### src/rtl/mcs_pkg.sv
// shared constants, state and command types for the multiscale contrast saliency block
// no dependencies; compiled first
package mcs_pkg;

    localparam int MAX_ROWS  = 256;
    localparam int MAX_COLS  = 256;
    localparam int ROW_W     = $clog2(MAX_ROWS);
    localparam int COL_W     = $clog2(MAX_COLS);
    localparam int ADDR_W    = ROW_W + COL_W;
    localparam int REG_W     = 9;
    localparam int OFF_W     = 10;
    localparam int EXT_W     = 9;
    localparam int SMP_W     = 16;
    localparam int PIX_W     = 3 * SMP_W;
    localparam int A_W       = 13;
    localparam int A2_W      = 25;
    localparam int SUM_W     = 29;
    localparam int PROD_W    = 30;
    localparam int MAG_W     = 29;
    localparam int TOT_W     = 60;
    localparam int FRAC_W    = 8;
    localparam int DVD_W     = TOT_W + FRAC_W;
    localparam int CNT_W     = $clog2(DVD_W);
    localparam int SAL_W     = 44;
    localparam int N_SCALES  = 3;
    localparam int N_CH      = 3;
    localparam int IDX_W     = 2;
    localparam int SCALE_DIV = 8;
    localparam int HALVE     = 2;
    localparam int PADDR_W   = 3;
    localparam int PDATA_W   = 32;

    localparam logic ACT_LOAD  = 1'b0;
    localparam logic ACT_QUERY = 1'b1;

    localparam logic REG_ROWS = 1'b0;
    localparam logic REG_COLS = 1'b1;

    typedef enum logic [3:0] {
        ST_IDLE,
        ST_SETUP,
        ST_OWN,
        ST_SWEEP,
        ST_DRAIN,
        ST_AREA2,
        ST_MULV,
        ST_SUB,
        ST_SQ,
        ST_DIVINIT,
        ST_DIV,
        ST_ACC,
        ST_FINISH
    } t_state;

    typedef struct packed {
        logic capture;
        logic write;
        logic setup;
        logic own;
        logic sweep;
        logic area2;
        logic mulv;
        logic sub;
        logic sq;
        logic divinit;
        logic div_step;
        logic acc;
        logic out_load;
    } t_cmd;

    typedef struct packed {
        logic oor;
        logic sweep_last;
        logic ch_last;
        logic div_last;
        logic scale_last;
        logic out_free;
    } t_stat;

endpackage

### src/rtl/mcs_ctrl.sv
// query sequencer: steps the datapath through sweep, per-scale math and division
// depends on mcs_pkg
module mcs_ctrl (
    input  logic          i_clk,
    input  logic          i_rst_n,
    input  logic          i_in_valid,
    input  logic          i_in_action,
    input  mcs_pkg::t_stat i_stat,
    output logic          o_in_ready,
    output mcs_pkg::t_cmd o_cmd
);
    import mcs_pkg::*;

    t_state r_state;
    t_state n_state;

    always_ff @(posedge i_clk) begin
        if (!i_rst_n) begin
            r_state <= ST_IDLE;
        end else begin
            r_state <= n_state;
        end
    end

    always_comb begin
        n_state = r_state;
        case (r_state)
            ST_IDLE: begin
                if (i_in_valid && i_in_action == ACT_QUERY) n_state = ST_SETUP;
            end
            ST_SETUP:   n_state = i_stat.oor ? ST_FINISH : ST_OWN;
            ST_OWN:     n_state = ST_SWEEP;
            ST_SWEEP: begin
                if (i_stat.sweep_last) n_state = ST_DRAIN;
            end
            ST_DRAIN:   n_state = ST_AREA2;
            ST_AREA2:   n_state = ST_MULV;
            ST_MULV:    n_state = ST_SUB;
            ST_SUB:     n_state = ST_SQ;
            ST_SQ:      n_state = i_stat.ch_last ? ST_DIVINIT : ST_MULV;
            ST_DIVINIT: n_state = ST_DIV;
            ST_DIV: begin
                if (i_stat.div_last) n_state = ST_ACC;
            end
            ST_ACC:     n_state = i_stat.scale_last ? ST_FINISH : ST_AREA2;
            ST_FINISH: begin
                if (i_stat.out_free) n_state = ST_IDLE;
            end
            default:    n_state = ST_IDLE;
        endcase
    end

    always_comb begin
        o_cmd      = '0;
        o_in_ready = 1'b0;
        case (r_state)
            ST_IDLE: begin
                o_in_ready    = 1'b1;
                o_cmd.capture = i_in_valid && i_in_action == ACT_QUERY;
                o_cmd.write   = i_in_valid && i_in_action == ACT_LOAD;
            end
            ST_SETUP:   o_cmd.setup    = 1'b1;
            ST_OWN:     o_cmd.own      = 1'b1;
            ST_SWEEP:   o_cmd.sweep    = 1'b1;
            ST_DRAIN:   o_cmd          = '0;
            ST_AREA2:   o_cmd.area2    = 1'b1;
            ST_MULV:    o_cmd.mulv     = 1'b1;
            ST_SUB:     o_cmd.sub      = 1'b1;
            ST_SQ:      o_cmd.sq       = 1'b1;
            ST_DIVINIT: o_cmd.divinit  = 1'b1;
            ST_DIV:     o_cmd.div_step = 1'b1;
            ST_ACC:     o_cmd.acc      = 1'b1;
            ST_FINISH:  o_cmd.out_load = i_stat.out_free;
            default:    o_cmd          = '0;
        endcase
    end

endmodule

### config.mk
export PLATFORM = sky130hd
export DESIGN_NAME = mcs_ctrl
export DESIGN_NICKNAME = d
export VERILOG_FILES = /design/src/rtl/mcs_pkg.sv /design/src/rtl/mcs_ctrl.sv
export SDC_FILE = /design/constraint.sdc
export NUM_CORES = 1
export LEC_CHECK = 0
export ABC_AREA = 1
export ABC_CLOCK_PERIOD_IN_PS = 1400
export BUFFER_PORTS_ARGS = -buffer_cell sky130_fd_sc_hd__buf_2
export CAP_MARGIN = 0
export CORE_AREA = 5 5 42 44
export DETAILED_ROUTE_END_ITERATION = 16
export DIE_AREA = 0 0 47 49
export PLACE_DENSITY = 0.71
export SYNTH_ARGS = -nofsm -noshare
export SYNTH_HDL_FRONTEND = slang
export SYNTH_SLANG_ARGS = --single-unit
### constraint.sdc
create_clock -name i_clk -period 1.4 [get_ports i_clk]
set_input_delay 0.35 -clock i_clk [delete_from_list [all_inputs] [get_ports i_clk]]
set_output_delay 0.35 -clock i_clk [all_outputs]
set_load 0.01 [all_outputs]
After elaboration in Yosys (flattened, before gate mapping)

Cells that the tools add are included.

Add/sub/neg operators: 0
$mul: 0
Div/mod/pow operators: 0
$lt $le $gt $ge: 0
Eq/ne operators: 16
Shifts and indexed selects: 0
Multiplexer cells: 21
Bitwise gates (word level): 1
Reduce and logical (&&, ||, !) cells: 4

Operator list:

| kind               | count |
|---|---|
| $pmux 4 s13        | 1 |
| $mux 4             | 7 |
| $eq 4x4->1 const B | 5 |
| $eq 4x3->1 const B | 4 |
| $mux 1             | 12 |
| $eq 4x2->1 const B | 2 |
| $ne 2x2->1 const B | 4 |
| $eq 4x1->1 const B | 1 |
| $logic_not 4->1    | 1 |
| $reduce_and 4->1   | 1 |
| $logic_and 1x1->1  | 2 |
| $mux 2             | 1 |
| $not 1->1          | 1 |

Register bits after elaboration: 4
Bits in latches: 0
Memory bits (writable): 0
ROM bits: 0
Input bits: 10
Output and inout bits: 14
Logic and storage cells: 43
Memories: 0

Depth between registers and ports, before layout

Gate-level depths: netlist (run 1).

Depth after elaboration: 3
Mapped depth: 8
Depth with buffers taken out: 8

Worst setup path after synthesis (run 1)

Ideal clock, no wire load.

Path type: register to output
Start point: reg r_state[1]
End point: out o_cmd[11] in the netlist's numbering
Arrival time: 1.121 ns
Required time: 1.050 ns
Path slack: -0.071 ns
Cell stages (with the launch flop): 6
Buffers on the path: 0
Cells stage by stage: dfxtp_1 > nor2_1 > inv_1 > nor2_1 > nand2_1 > nor2_1

RTL lines:

| element                | line           | text |
|---|---|---|
| from (decl)            | mcs_ctrl.sv:14 | `t_state r_state;` |
| from (signal assigned) | mcs_ctrl.sv:21 | `r_state <= n_state;` |
| to (decl)              | mcs_ctrl.sv:10 | `output mcs_pkg::t_cmd o_cmd` |

==> results of run 1 <==
-- logic make-up after synthesis --
group | share of synthesized area, %
simple gates | 56.8
flops | 18.9
compound gates | 9.17
buf+inv | 15.1
-- layout by cell type (no fill, tap or decap), drive strengths merged, types with 3 or more instances in the layout --
cell type,instances
a21oi,4
buf,37
clkbuf,3
dfxtp,4
inv,17
nand2,22
nand3,7
nand3b,4
nor2,13
nor3,3
o21ai,3
-- cell type report --
type	instances	area [sq um]	share of cell area, %
Multi-Input combinational cell	59	378	44.8
Sequential cell	4	95.1	11.3
Inverter	17	73.8	8.75
Timing Repair Buffer	37	254	30.1
Clock buffer	3	22.5	2.67
Tap cell	16	20.0	2.37
-- per-layer routing --
layer	vias up	routed length, microns	track usage, %
met1	314	726	16.3
met2	27	930	22.9
met5	-	0	0
met4	0	0	7.37
li1	337	-	-
met3	0	113	2.95
-- what timing repair did --
item                       CTS  global route
resized for setup           19            32
pin swaps                    6            16
buffers inserted             6             6
setup endpoints to repair   14            18
cloned                       0             0
hold buffers                 0             0
-- power breakdown --
part           switching [mW]  internal [mW]  total, mW
logic                   0.240          0.210      0.450
clock network          0.0471         0.0959      0.143
registers              0.0399          0.132      0.172
-- path summary, 6_finish.rpt --
check                                              from                 endpoint  slack [ps]  cells after the start
worst max-delay path            r_state[2]$_SDFFE_PN0P_                o_cmd[11]        -110                      6
worst min-delay path                            i_rst_n  r_state[1]$_SDFFE_PN0P_         420                      3
worst max register to register  r_state[1]$_SDFFE_PN0P_  r_state[3]$_SDFFE_PN0P_          70                      7
worst min register to register  r_state[2]$_SDFFE_PN0P_  r_state[2]$_SDFFE_PN0P_         600                      2
-- metrics by stage --
| step | cell area (sq um) | hold slack [ps] |
|---|---|---|
| 6_report | 843 | 420 |
| 4_1_cts | 712 | 384 |
| 2_1_floorplan | 428 | 520 |
| 3_5_place_dp | 601 | 569 |
| 3_3_place_gp | 601 | 563 |
| 5_1_grt | 843 | 415 |
-- worst min-delay path, delay by kind of cell --
family / cells / cell delay [ps]
buffers and inverters: 2 / 160
AO/OA/AOI/OAI: 1 / 110
==> metrics.txt, run 1 <==
outcome complete, but fails checks; violated checks negative setup slack; overall routing resource usage 14.0%; std cell rows 14; number of clock sinks 4; Critical Path RT 1050 ps; I/O pin total 24; synthesized area 423 sq um; highest attainable clock frequency 660 MHz; via count 678; worst slack at placement 8.90 ps; synthesized flop and latch total 4; max_slew headroom 87.8%; proportion of synthesized flip-flops having asynchronous set or reset 0%; number of failing hold endpoints at the final stage 0; maximum buffer depth of the clock tree 2; number of detailed-routing iterations run before antenna repair 4; number of instances in the synthesized netlist 80; post-DR vias/cell 4.99; slew of the pin with the lowest slew margin 182 ps; buffer and inverter count on the worst path 2; core area 1400 sq um; Setup Viol. Count Final 12; CTS tree done; Initial DRC Count 40; Critical Path Start Type flip-flop; number of distinct library cells after synthesis 15; Seq/Total Area, Yosys 18.9%; Die Span Y 49 microns; cell taking the most area after synthesis sky130_fd_sc_hd__nand2_1; Critical Path Fanout Max 5; Top FF cell, synth sky130_fd_sc_hd__dfxtp_1; initial standard-cell utilization of the core 30.2%; Avg Synthesized Cell Area 5.29 sq um; part of the cycle the worst path needs 108%; VDD IR-drop max 0.000635 V; Top Registers r_state x4; fin crit period 1510 ps; P&R area growth vs syn 99.4%; die area 2300 sq um; CTS Root Buffer Type sky130_fd_sc_hd__clkbuf_4; top-area cell type share of the netlist area 19.5%; Post-synth EDFFs 0; setup slack of the critical path after layout -115 ps; total length of routed wires 1770 microns; cells taking the most area after synthesis sky130_fd_sc_hd__nand2_1 20%, sky130_fd_sc_hd__dfxtp_1 19%, sky130_fd_sc_hd__inv_1 13%, sky130_fd_sc_hd__nand3_1 8.3%, sky130_fd_sc_hd__nor2_1 8.0%; max-slew violation total from the final report 0; maximum capacitance violations 0; largest net degree at the start of global routing 6; final weighted congestion in routability-driven placement 0.932; total CTS buffers 3; Final Core Density 60.2%; final net count 132; largest register by flop count r_state; clock-pin slew of the registers on the worst-case setup and hold paths 40 ps; number of antenna violations at the first check in global routing 0; number of global-route vias before repair 620; number of inserted diodes 0; most frequent cells after synthesis 22 x sky130_fd_sc_hd__nand2_1, 15 x sky130_fd_sc_hd__inv_1, 9 x sky130_fd_sc_hd__nor2_1; Largest stage delay, worst path 350 ps; routed wirelength normalized by instance count 13.0 microns; clock skew after layout 3.04 ps; PnR Total Power 0.766 mW; most used standard cell by instance count after synthesis sky130_fd_sc_hd__nand2_1; first-pass GRT wire length 2430 microns; DIE WIDTH 47 microns; number of non-filler instances in the completed layout 136; number of fill cells 128; DR DRC count 0; Leak 0.471 nW; data arrival time of the critical path 1160 ps; Power Dens Cells 908 nW/um^2; sequence of cells on the critical path nor2_4, inv_4, nor2_4, nand2_1, nor2_1, buf_2; count of antenna-violating nets left after detailed routing 0; sort of element at the end of the critical path output port; maximum level of the CTS H-tree 1; Setup Crit Path Kind reg2out; dpl hpwl 1110 microns; Placed Cells incl. Taps 124; # port buffers 23; Hold Crit Class in2reg; Largest register FFs 4; total negative slack for setup checks -541 ps; delay-heaviest family, CP simple AND/OR/NAND/NOR gates; unrepaired setup endpoints after global routing yes; library cell appearing most often on the critical path sky130_fd_sc_hd__nor2_4; Remaining Overflow, GRT 0; cell type of the slowest stage on the worst timing path sky130_fd_sc_hd__dfxtp_4; Worst-Skew Late Latency 230 ps; share of post-route cells with drive strength above 1 64.2%; syn nets 90; YS warnings 0
Power figures use the tool's default switching activity.
==> run 2: changes to the inputs <==
- ABC_AREA: 1 -> unset
- PLACE_DENSITY: 0.71 -> 0.75
- SLEW_MARGIN: unset -> 25
==> run 2 against run 1 <==
The flow still finishes with violations (negative setup slack). Sequential share of layout area shrank 0.12 points. Maximum frequency fell by 8.3%. Clock power is essentially flat. Cell area grew 1.0%. Combinational power rose to 3.0 times the previous value.
==> metrics.txt, run 2 <==
outcome complete, but fails checks (unchanged); violated checks negative setup slack (unchanged); top-area cell type share of the netlist area 17.1% (was 19.5%); sequence of cells on the critical path nor4_4, nand2_1, nor2_1, buf_2 (was nor2_4, inv_4, nor2_4, nand2_1, nor2_1, buf_2); CTS Root Buffer Type sky130_fd_sc_hd__clkbuf_4 (unchanged); min-delay src i_rst_n (unchanged); # port buffers 23 (unchanged); sum of met3 wire segment lengths after detailed routing 135 microns (was 113 microns); highest attainable clock frequency 605 MHz (was 660 MHz); Power Dens Cells 2090 nW/um^2 (was 908 nW/um^2); worst hold slack 359 ps (was 420 ps); maximum level of the CTS H-tree 1 (unchanged); arithmetic-cell share of the synthesized area counting full adders, half adders and majority gates 0% (unchanged); setup slack of the critical path after layout -252 ps (was -115 ps); number of instances in the synthesized netlist 68 (was 80); PnR Total Power 1.78 mW (was 0.766 mW); simple-gate share of the synthesized area 42.4% (was 56.8%); DIE WIDTH 47 microns (unchanged); CTS tree done (unchanged); Stages on worst setup path 4 (was 6); met1 routed wirelength after detailed routing 663 microns (was 726 microns); final net count 115 (was 132); highest-count cells in the layout ignoring fill and taps 20 x sky130_fd_sc_hd__buf_2, 9 x sky130_fd_sc_hd__buf_6, 8 x sky130_fd_sc_hd__buf_4 (was 20 x sky130_fd_sc_hd__buf_2, 13 x sky130_fd_sc_hd__nand2_1, 10 x sky130_fd_sc_hd__buf_4); share of post-route cells with drive strength above 1 64.1% (was 64.2%); Critical Path RT 1050 ps (about the same); largest register by flop count r_state (unchanged); Post-synth EDFFs 0 (unchanged); Worst Hold Path EP r_state[3]$_SDFFE_PN0P_ (was r_state[1]$_SDFFE_PN0P_); highest routed metal layer met4 (was met3); initial standard-cell utilization of the core 33.5% (was 30.2%); maximum capacitance violations 0 (unchanged); YS warnings 0 (unchanged); Largest register FFs 4 (unchanged); combinational family with the most area after synthesis simple AND/OR/NAND/NOR gates (unchanged); share of the synthesized area in compound gates (AO/OA/AOI/OAI) 29.6% (was 9.17%); Seq/Total Area, Yosys 17.1% (was 18.9%); DR DRC count 0 (unchanged); most common cell after layout, fill and taps aside sky130_fd_sc_hd__buf_2 (unchanged); die area 2300 sq um (unchanged); number of failing hold endpoints at the final stage 0 (unchanged); most frequent cells after synthesis 10 x sky130_fd_sc_hd__nor3_1, 8 x sky130_fd_sc_hd__nor2_1, 6 x sky130_fd_sc_hd__nand2_1 (was 22 x sky130_fd_sc_hd__nand2_1, 15 x sky130_fd_sc_hd__inv_1, 9 x sky130_fd_sc_hd__nor2_1); Top FF cell, synth sky130_fd_sc_hd__dfxtp_1 (unchanged); placed instance area 634 sq um (was 601 sq um); cell taking the most area after synthesis sky130_fd_sc_hd__dfxtp_1 (was sky130_fd_sc_hd__nand2_1); sort of element at the end of the critical path output port (unchanged); Setup Crit Path Kind reg2out (unchanged); largest net degree at the start of global routing 11 (was 6); detailed route wirelength on metal2 934 microns (was 930 microns); Hold Crit Class in2reg (unchanged); synthesized area 469 sq um (was 423 sq um); Critical Path Fanout Max 5 (unchanged); number of antenna violations at the first check in global routing 0 (unchanged); number of global-route vias before repair 596 (was 620); post-DR vias/cell 5.34 (was 4.99); unrepaired setup endpoints after global routing yes (unchanged); maximum buffer depth of the clock tree 2 (unchanged); multiplexer share of the synthesized area 2.13% (was 0%); fin crit period 1650 ps (was 1510 ps); routed wirelength normalized by instance count 14.8 microns (was 13.0 microns); total CTS buffers 3 (unchanged); part of the cycle the worst path needs 118% (was 108%); number of non-filler instances in the completed layout 119 (was 136); Largest stage delay, worst path 350 ps (about the same); I/O pin total 24 (unchanged); Leak 0.413 nW (was 0.471 nW); Remaining Overflow, GRT 0 (unchanged); Top Registers r_state x4 (unchanged); clock-pin slew of the registers on the worst-case setup and hold paths 40 ps (about the same); synthesized flop and latch total 4 (unchanged); delay-heaviest family, CP simple AND/OR/NAND/NOR gates (unchanged); number of inserted diodes 0 (unchanged); XOR/XNOR Fraction of Synth Area 0% (unchanged); proportion of synthesized flip-flops having asynchronous set or reset 0% (unchanged); number of clock sinks 4 (unchanged); slew of the pin with the lowest slew margin 283 ps (was 182 ps); VDD IR-drop max 0.000960 V (was 0.000635 V); max_slew headroom 81.0% (was 87.8%); max-slew violation total from the final report 0 (unchanged); first-pass GRT wire length 2620 microns (was 2430 microns); dpl hpwl 1140 microns (was 1110 microns); syn nets 78 (was 90); Setup Viol. Count Final 16 (was 12); number of distinct library cells after synthesis 29 (was 15); Worst-Skew Late Latency 240 ps (was 230 ps); cells taking the most area after synthesis sky130_fd_sc_hd__dfxtp_1 17%, sky130_fd_sc_hd__nor3_1 11%, sky130_fd_sc_hd__nor2_1 6.4%, sky130_fd_sc_hd__nand2b_1 5.3%, sky130_fd_sc_hd__nand2_1 4.8% (was sky130_fd_sc_hd__nand2_1 20%, sky130_fd_sc_hd__dfxtp_1 19%, sky130_fd_sc_hd__inv_1 13%, sky130_fd_sc_hd__nand3_1 8.3%, sky130_fd_sc_hd__nor2_1 8.0%); P&R area growth vs syn 81.6% (was 99.4%); final weighted congestion in routability-driven placement 0.815 (was 0.932); buffer and inverter count on the worst path 1 (was 2); Initial DRC Count 5 (was 40); Avg Synthesized Cell Area 6.90 sq um (was 5.29 sq um); reg-to-reg startpoint r_state[1]$_SDFFE_PN0P_ (unchanged); number of fill cells 124 (was 128); endpoint of the lowest-slack register-to-register path r_state[1]$_SDFFE_PN0P_ (was r_state[3]$_SDFFE_PN0P_); Critical Path Start Type flip-flop (unchanged); setup slack on the worst flop-to-flop path -90 ps (was 70 ps); core area 1400 sq um (unchanged); cell type of the slowest stage on the worst timing path sky130_fd_sc_hd__dfxtp_4 (unchanged); std cell rows 14 (unchanged); total length of routed wires 1760 microns (was 1770 microns); via count 636 (was 678); overall routing resource usage 15.6% (was 14.0%); most used standard cell by instance count after synthesis sky130_fd_sc_hd__nor3_1 (was sky130_fd_sc_hd__nand2_1); number of detailed-routing iterations run before antenna repair 4 (unchanged); post-route cell area 852 sq um (was 843 sq um); hold path cells 2 (was 3); number of cells on the worst reg-to-reg path 6 (was 7); clock skew after layout 3.15 ps (was 3.04 ps); Placed Cells incl. Taps 110 (was 124); data arrival time of the critical path 1300 ps (was 1160 ps); Die Span Y 49 microns (unchanged); count of antenna-violating nets left after detailed routing 0 (unchanged)
[run 2: cell count changes after synthesis, moves of 4 or more]
cell                       before  now
sky130_fd_sc_hd__nor3_1         3   10
sky130_fd_sc_hd__nand3_1        7    1
sky130_fd_sc_hd__nand2b_1       0    4
sky130_fd_sc_hd__nor2_2         4    0
sky130_fd_sc_hd__inv_1         15    3
sky130_fd_sc_hd__nand2_1       22    6
[run 2: layout make-up]
| type | count | area (sq um) | area share (%) |
|---|---|---|---|
| Multi-Input combinational cell | 56 | 442 | 51.8 |
| Sequential cell | 4 | 95.1 | 11.2 |
| Clock buffer | 3 | 22.5 | 2.64 |
| Tap cell | 16 | 20.0 | 2.35 |
| Inverter | 3 | 11.3 | 1.32 |
| Timing Repair Buffer | 37 | 262 | 30.7 |
[run 2: cell families (layout without fill, tap and decap cells)]
group | after synthesis | count (layout)
compound gates | 19 | 19
flops | 4 | 4
buf+inv | 8 | 43
simple gates | 36 | 36
mux | 1 | 1
[run 2: report_power, final]
part           total [mW]  internal (mW)  switching [mW]
combinational        1.35          0.707           0.644
sequential          0.285          0.184           0.101
clock               0.145         0.0960          0.0488
total                1.78          0.987           0.794
[run 2: routing by layer]
metal | vias up | GRT usage [%]
li1 | 319 | -
met1 | 291 | 16.0
met2 | 22 | 28.5
met3 | 4 | 4.80
met4 | 0 | 4.15
met5 | - | 0
[run 2: metrics by stage]
| step | TNS, ps | worst slack [ps] | util [%] |
|---|---|---|---|
| CTS | -1300 | -168 | 55.4 |
| floorplan | 0 | 11.0 | - |
| global route | -2360 | -270 | 60.8 |
| finish | -1630 | -252 | 60.8 |
| detailed placement | -8.14 | -8.14 | 45.3 |
| global placement | 0 | 21.0 | 45.3 |
[run 2: what timing repair did]
action | 4_1_cts | 5_1_grt
pin swaps | 4 | 8
gates resized for setup | 26 | 15
endpoints found under the hold margin | 0 | 0
buffers inserted | 3 | 4
hold buffers | 0 | 0
setup endpoints to repair | 16 | 17
[run 2: worst max path at each step]
stage	to	start
2_1_floorplan	r_state[1]$_SDFFE_PN0P_	r_state[1]$_SDFFE_PN0P_
3_3_place_gp	o_cmd[0]	r_state[3]$_SDFFE_PN0P_
3_5_place_dp	r_state[1]$_SDFFE_PN0P_	r_state[1]$_SDFFE_PN0P_
4_1_cts	o_cmd[11]	r_state[2]$_SDFFE_PN0P_
5_1_grt	o_cmd[11]	r_state[1]$_SDFFE_PN0P_
6_report	o_cmd[11]	r_state[1]$_SDFFE_PN0P_
==> run 3: changes to the inputs <==
- BUFFER_PORTS_ARGS: -buffer_cell sky130_fd_sc_hd__buf_2 -> unset
- CTS_BUF_LIST: unset -> sky130_fd_sc_hd__clkbuf_2 sky130_fd_sc_hd__clkbuf_4 sky130_fd_sc_hd__clkbuf_8
- DONT_BUFFER_PORTS: unset -> 1
- PLACE_DENSITY: 0.75 -> 0.59
==> run 3 against run 2 <==
The run still ends with negative setup slack left. Critical path type unchanged. Clock skew is 3.6 ps higher. Power is 12% lower. Utilization is 9.4 points lower. Sequential share of layout area is 1.7 points higher. Largest cell class unchanged. Via count is 13% lower. Register-to-register slack better by 50 ps. Worst hold slack worse by 120 ps. Sequential cell count stayed put. Routed wire length is 19% lower. Largest power group unchanged. Cell count is 16% lower. First-iteration DRC count is 60% higher.
==> metrics.txt, run 3 (synthesis gave the netlist of run 2 again) <==
Critical Path Start Type flip-flop (unchanged); Worst Hold Path EP r_state[3]$_SDFFE_PN0P_ (unchanged); Critical Path RT 1050 ps (about the same); clock-pin slew of the registers on the worst-case setup and hold paths 40 ps (about the same); setup slack on the worst flop-to-flop path -40 ps (was -90 ps); most common cell after layout, fill and taps aside sky130_fd_sc_hd__buf_4 (was sky130_fd_sc_hd__buf_2); number of global-route vias before repair 509 (was 596); Initial DRC Count 8 (was 5); sequence of cells on the critical path nor4_4, nand2_1, nor2_2 (was nor4_4, nand2_1, nor2_1, buf_2); unrepaired setup endpoints after global routing yes (unchanged); count of antenna-violating nets left after detailed routing 0 (unchanged); Placed Cells incl. Taps 96 (was 110); part of the cycle the worst path needs 110% (was 118%); endpoint of the lowest-slack register-to-register path r_state[1]$_SDFFE_PN0P_ (unchanged); Critical path origin r_state[2]$_SDFFE_PN0P_ (was r_state[1]$_SDFFE_PN0P_); Critical Path Fanout Max 4 (was 5); overall routing resource usage 13.3% (was 15.6%); Largest stage delay, worst path 360 ps (was 350 ps); initial standard-cell utilization of the core 33.5% (unchanged); total length of routed wires 1430 microns (was 1760 microns); die area 2300 sq um (unchanged); Leak 0.289 nW (was 0.413 nW); highest routed metal layer met3 (was met4); number of inserted diodes 0 (unchanged); fin crit period 1540 ps (was 1650 ps); highest-count cells in the layout ignoring fill and taps 15 x sky130_fd_sc_hd__buf_4, 5 x sky130_fd_sc_hd__nand2_1, 5 x sky130_fd_sc_hd__nor3_1, 5 x sky130_fd_sc_hd__nor3_2, 4 x sky130_fd_sc_hd__a21oi_1 (was 20 x sky130_fd_sc_hd__buf_2, 9 x sky130_fd_sc_hd__buf_6, 8 x sky130_fd_sc_hd__buf_4); Power Dens Cells 2170 nW/um^2 (was 2090 nW/um^2); number of failing hold endpoints at the final stage 0 (unchanged); outcome complete, but fails checks (unchanged); number of detailed-routing iterations run before antenna repair 4 (unchanged); max_slew headroom 79.9% (was 81.0%); Final Core Density 51.4% (was 60.8%); Remaining Overflow, GRT 0 (unchanged); std cell rows 14 (unchanged); CTS Root Buffer Type sky130_fd_sc_hd__clkbuf_4 (unchanged); Setup Viol. Count Final 15 (was 16); DIE WIDTH 47 microns (unchanged); sum of met3 wire segment lengths after detailed routing 108 microns (was 135 microns); via count 551 (was 636); total CTS buffers 3 (unchanged); setup slack of the critical path after layout -138 ps (was -252 ps); met1 routed wirelength after detailed routing 569 microns (was 663 microns); maximum capacitance violations 0 (unchanged); final net count 96 (was 115); P&R area growth vs syn 53.6% (was 81.6%); maximum level of the CTS H-tree 1 (unchanged); min-delay src i_rst_n (unchanged); sort of element at the end of the critical path output port (unchanged); clock skew after layout 6.74 ps (was 3.15 ps); post-route cell area 721 sq um (was 852 sq um); reg-to-reg startpoint r_state[2]$_SDFFE_PN0P_ (was r_state[1]$_SDFFE_PN0P_); total negative slack for setup checks -1150 ps (was -1630 ps); VDD IR-drop max 0.000966 V (was 0.000960 V); placed instance area 587 sq um (was 634 sq um); dpl hpwl 1100 microns (was 1140 microns); largest net degree at the start of global routing 13 (was 11); post-DR vias/cell 5.51 (was 5.34); number of cells on the worst reg-to-reg path 6 (unchanged); Setup Crit Path Kind reg2out (unchanged); max-slew violation total from the final report 0 (unchanged); Hold Crit Class in2reg (unchanged); highest attainable clock frequency 650 MHz (was 605 MHz); Largest register FFs 4 (unchanged); number of non-filler instances in the completed layout 100 (was 119); I/O pin total 24 (unchanged); detailed route wirelength on metal2 749 microns (was 934 microns); DR DRC count 0 (unchanged); slew of the pin with the lowest slew margin 299 ps (was 283 ps); first-pass GRT wire length 2260 microns (was 2620 microns); hold path cells 1 (was 2); number of antenna violations at the first check in global routing 0 (unchanged); cell type of the slowest stage on the worst timing path sky130_fd_sc_hd__dfxtp_4 (unchanged); routed wirelength normalized by instance count 14.3 microns (was 14.8 microns); final weighted congestion in routability-driven placement 0.774 (was 0.815); CTS tree done (unchanged); Worst-Skew Late Latency 230 ps (was 240 ps); violated checks negative setup slack (unchanged); Top Registers r_state x4 (unchanged); share of post-route cells with drive strength above 1 53.6% (was 64.1%); buffer and inverter count on the worst path 0 (was 1); # port buffers 0 (was 23); Die Span Y 49 microns (unchanged); largest register by flop count r_state (unchanged); quantity of hold-fixing buffers added after cts 0 (unchanged); maximum buffer depth of the clock tree 2 (unchanged); delay-heaviest family, CP simple AND/OR/NAND/NOR gates (unchanged); data arrival time of the critical path 1190 ps (was 1300 ps); core area 1400 sq um (unchanged); worst slack at placement -46.9 ps (was -8.14 ps); number of clock sinks 4 (unchanged); number of fill cells 142 (was 124)
run 3: cell count changes in the layout (fill, tap and decap cells not counted), sizes merged:
cell,before,now
buf,37,18
run 3: area by class of cell:
type / instances / area, sq um / area share, %
multi-input combinational: 56 / 428 / 59.4
timing repair buffer: 18 / 146 / 20.3
sequential: 4 / 92.6 / 12.8
clock buffer: 3 / 22.5 / 3.13
tap: 16 / 20.0 / 2.78
inverter: 3 / 11.3 / 1.56
run 3: per-stage QoR:
stage	hold WS (ps)	power, mW
2_1_floorplan	468	0.878
3_3_place_gp	480	1.18
3_5_place_dp	477	1.20
4_1_cts	229	1.46
5_1_grt	218	1.69
6_report	238	1.56
run 3: how the worst max path moves through the flow:
stage	endpoint	slack, ps	depth (start not counted)
floorplan	r_state[1]$_SDFFE_PN0P_	10	6
global placement	r_state[2]$_SDFFE_PN0P_	-10	5
detailed placement	r_state[2]$_SDFFE_PN0P_	-50	5
CTS	o_cmd[11]	-130	3
global route	o_cmd[11]	-210	3
finish	o_cmd[11]	-140	3
run 3: power by group:
group | switching [mW] | internal (mW) | total, mW | leakage [nW]
clock network | 0.0444 | 0.0957 | 0.140 | 0.0138
registers | 0.0856 | 0.178 | 0.264 | 0.0353
logic | 0.568 | 0.591 | 1.16 | 0.240
total | 0.698 | 0.865 | 1.56 | 0.289
run 3: routing by layer:
| metal | global-route usage (%) | vias to the layer above |
|---|---|---|
| li1 | - | 278 |
| met1 | 14.9 | 258 |
| met2 | 21.9 | 15 |
| met3 | 6.64 | 0 |
| met4 | 2.76 | 0 |
| met5 | 0 | - |
run 3: what timing repair did:
action,in CTS,in global routing
resized for setup,22,7
endpoints found under the setup margin,17,17
setup buffers,0,1
gates cloned,0,0
pin swaps,1,3
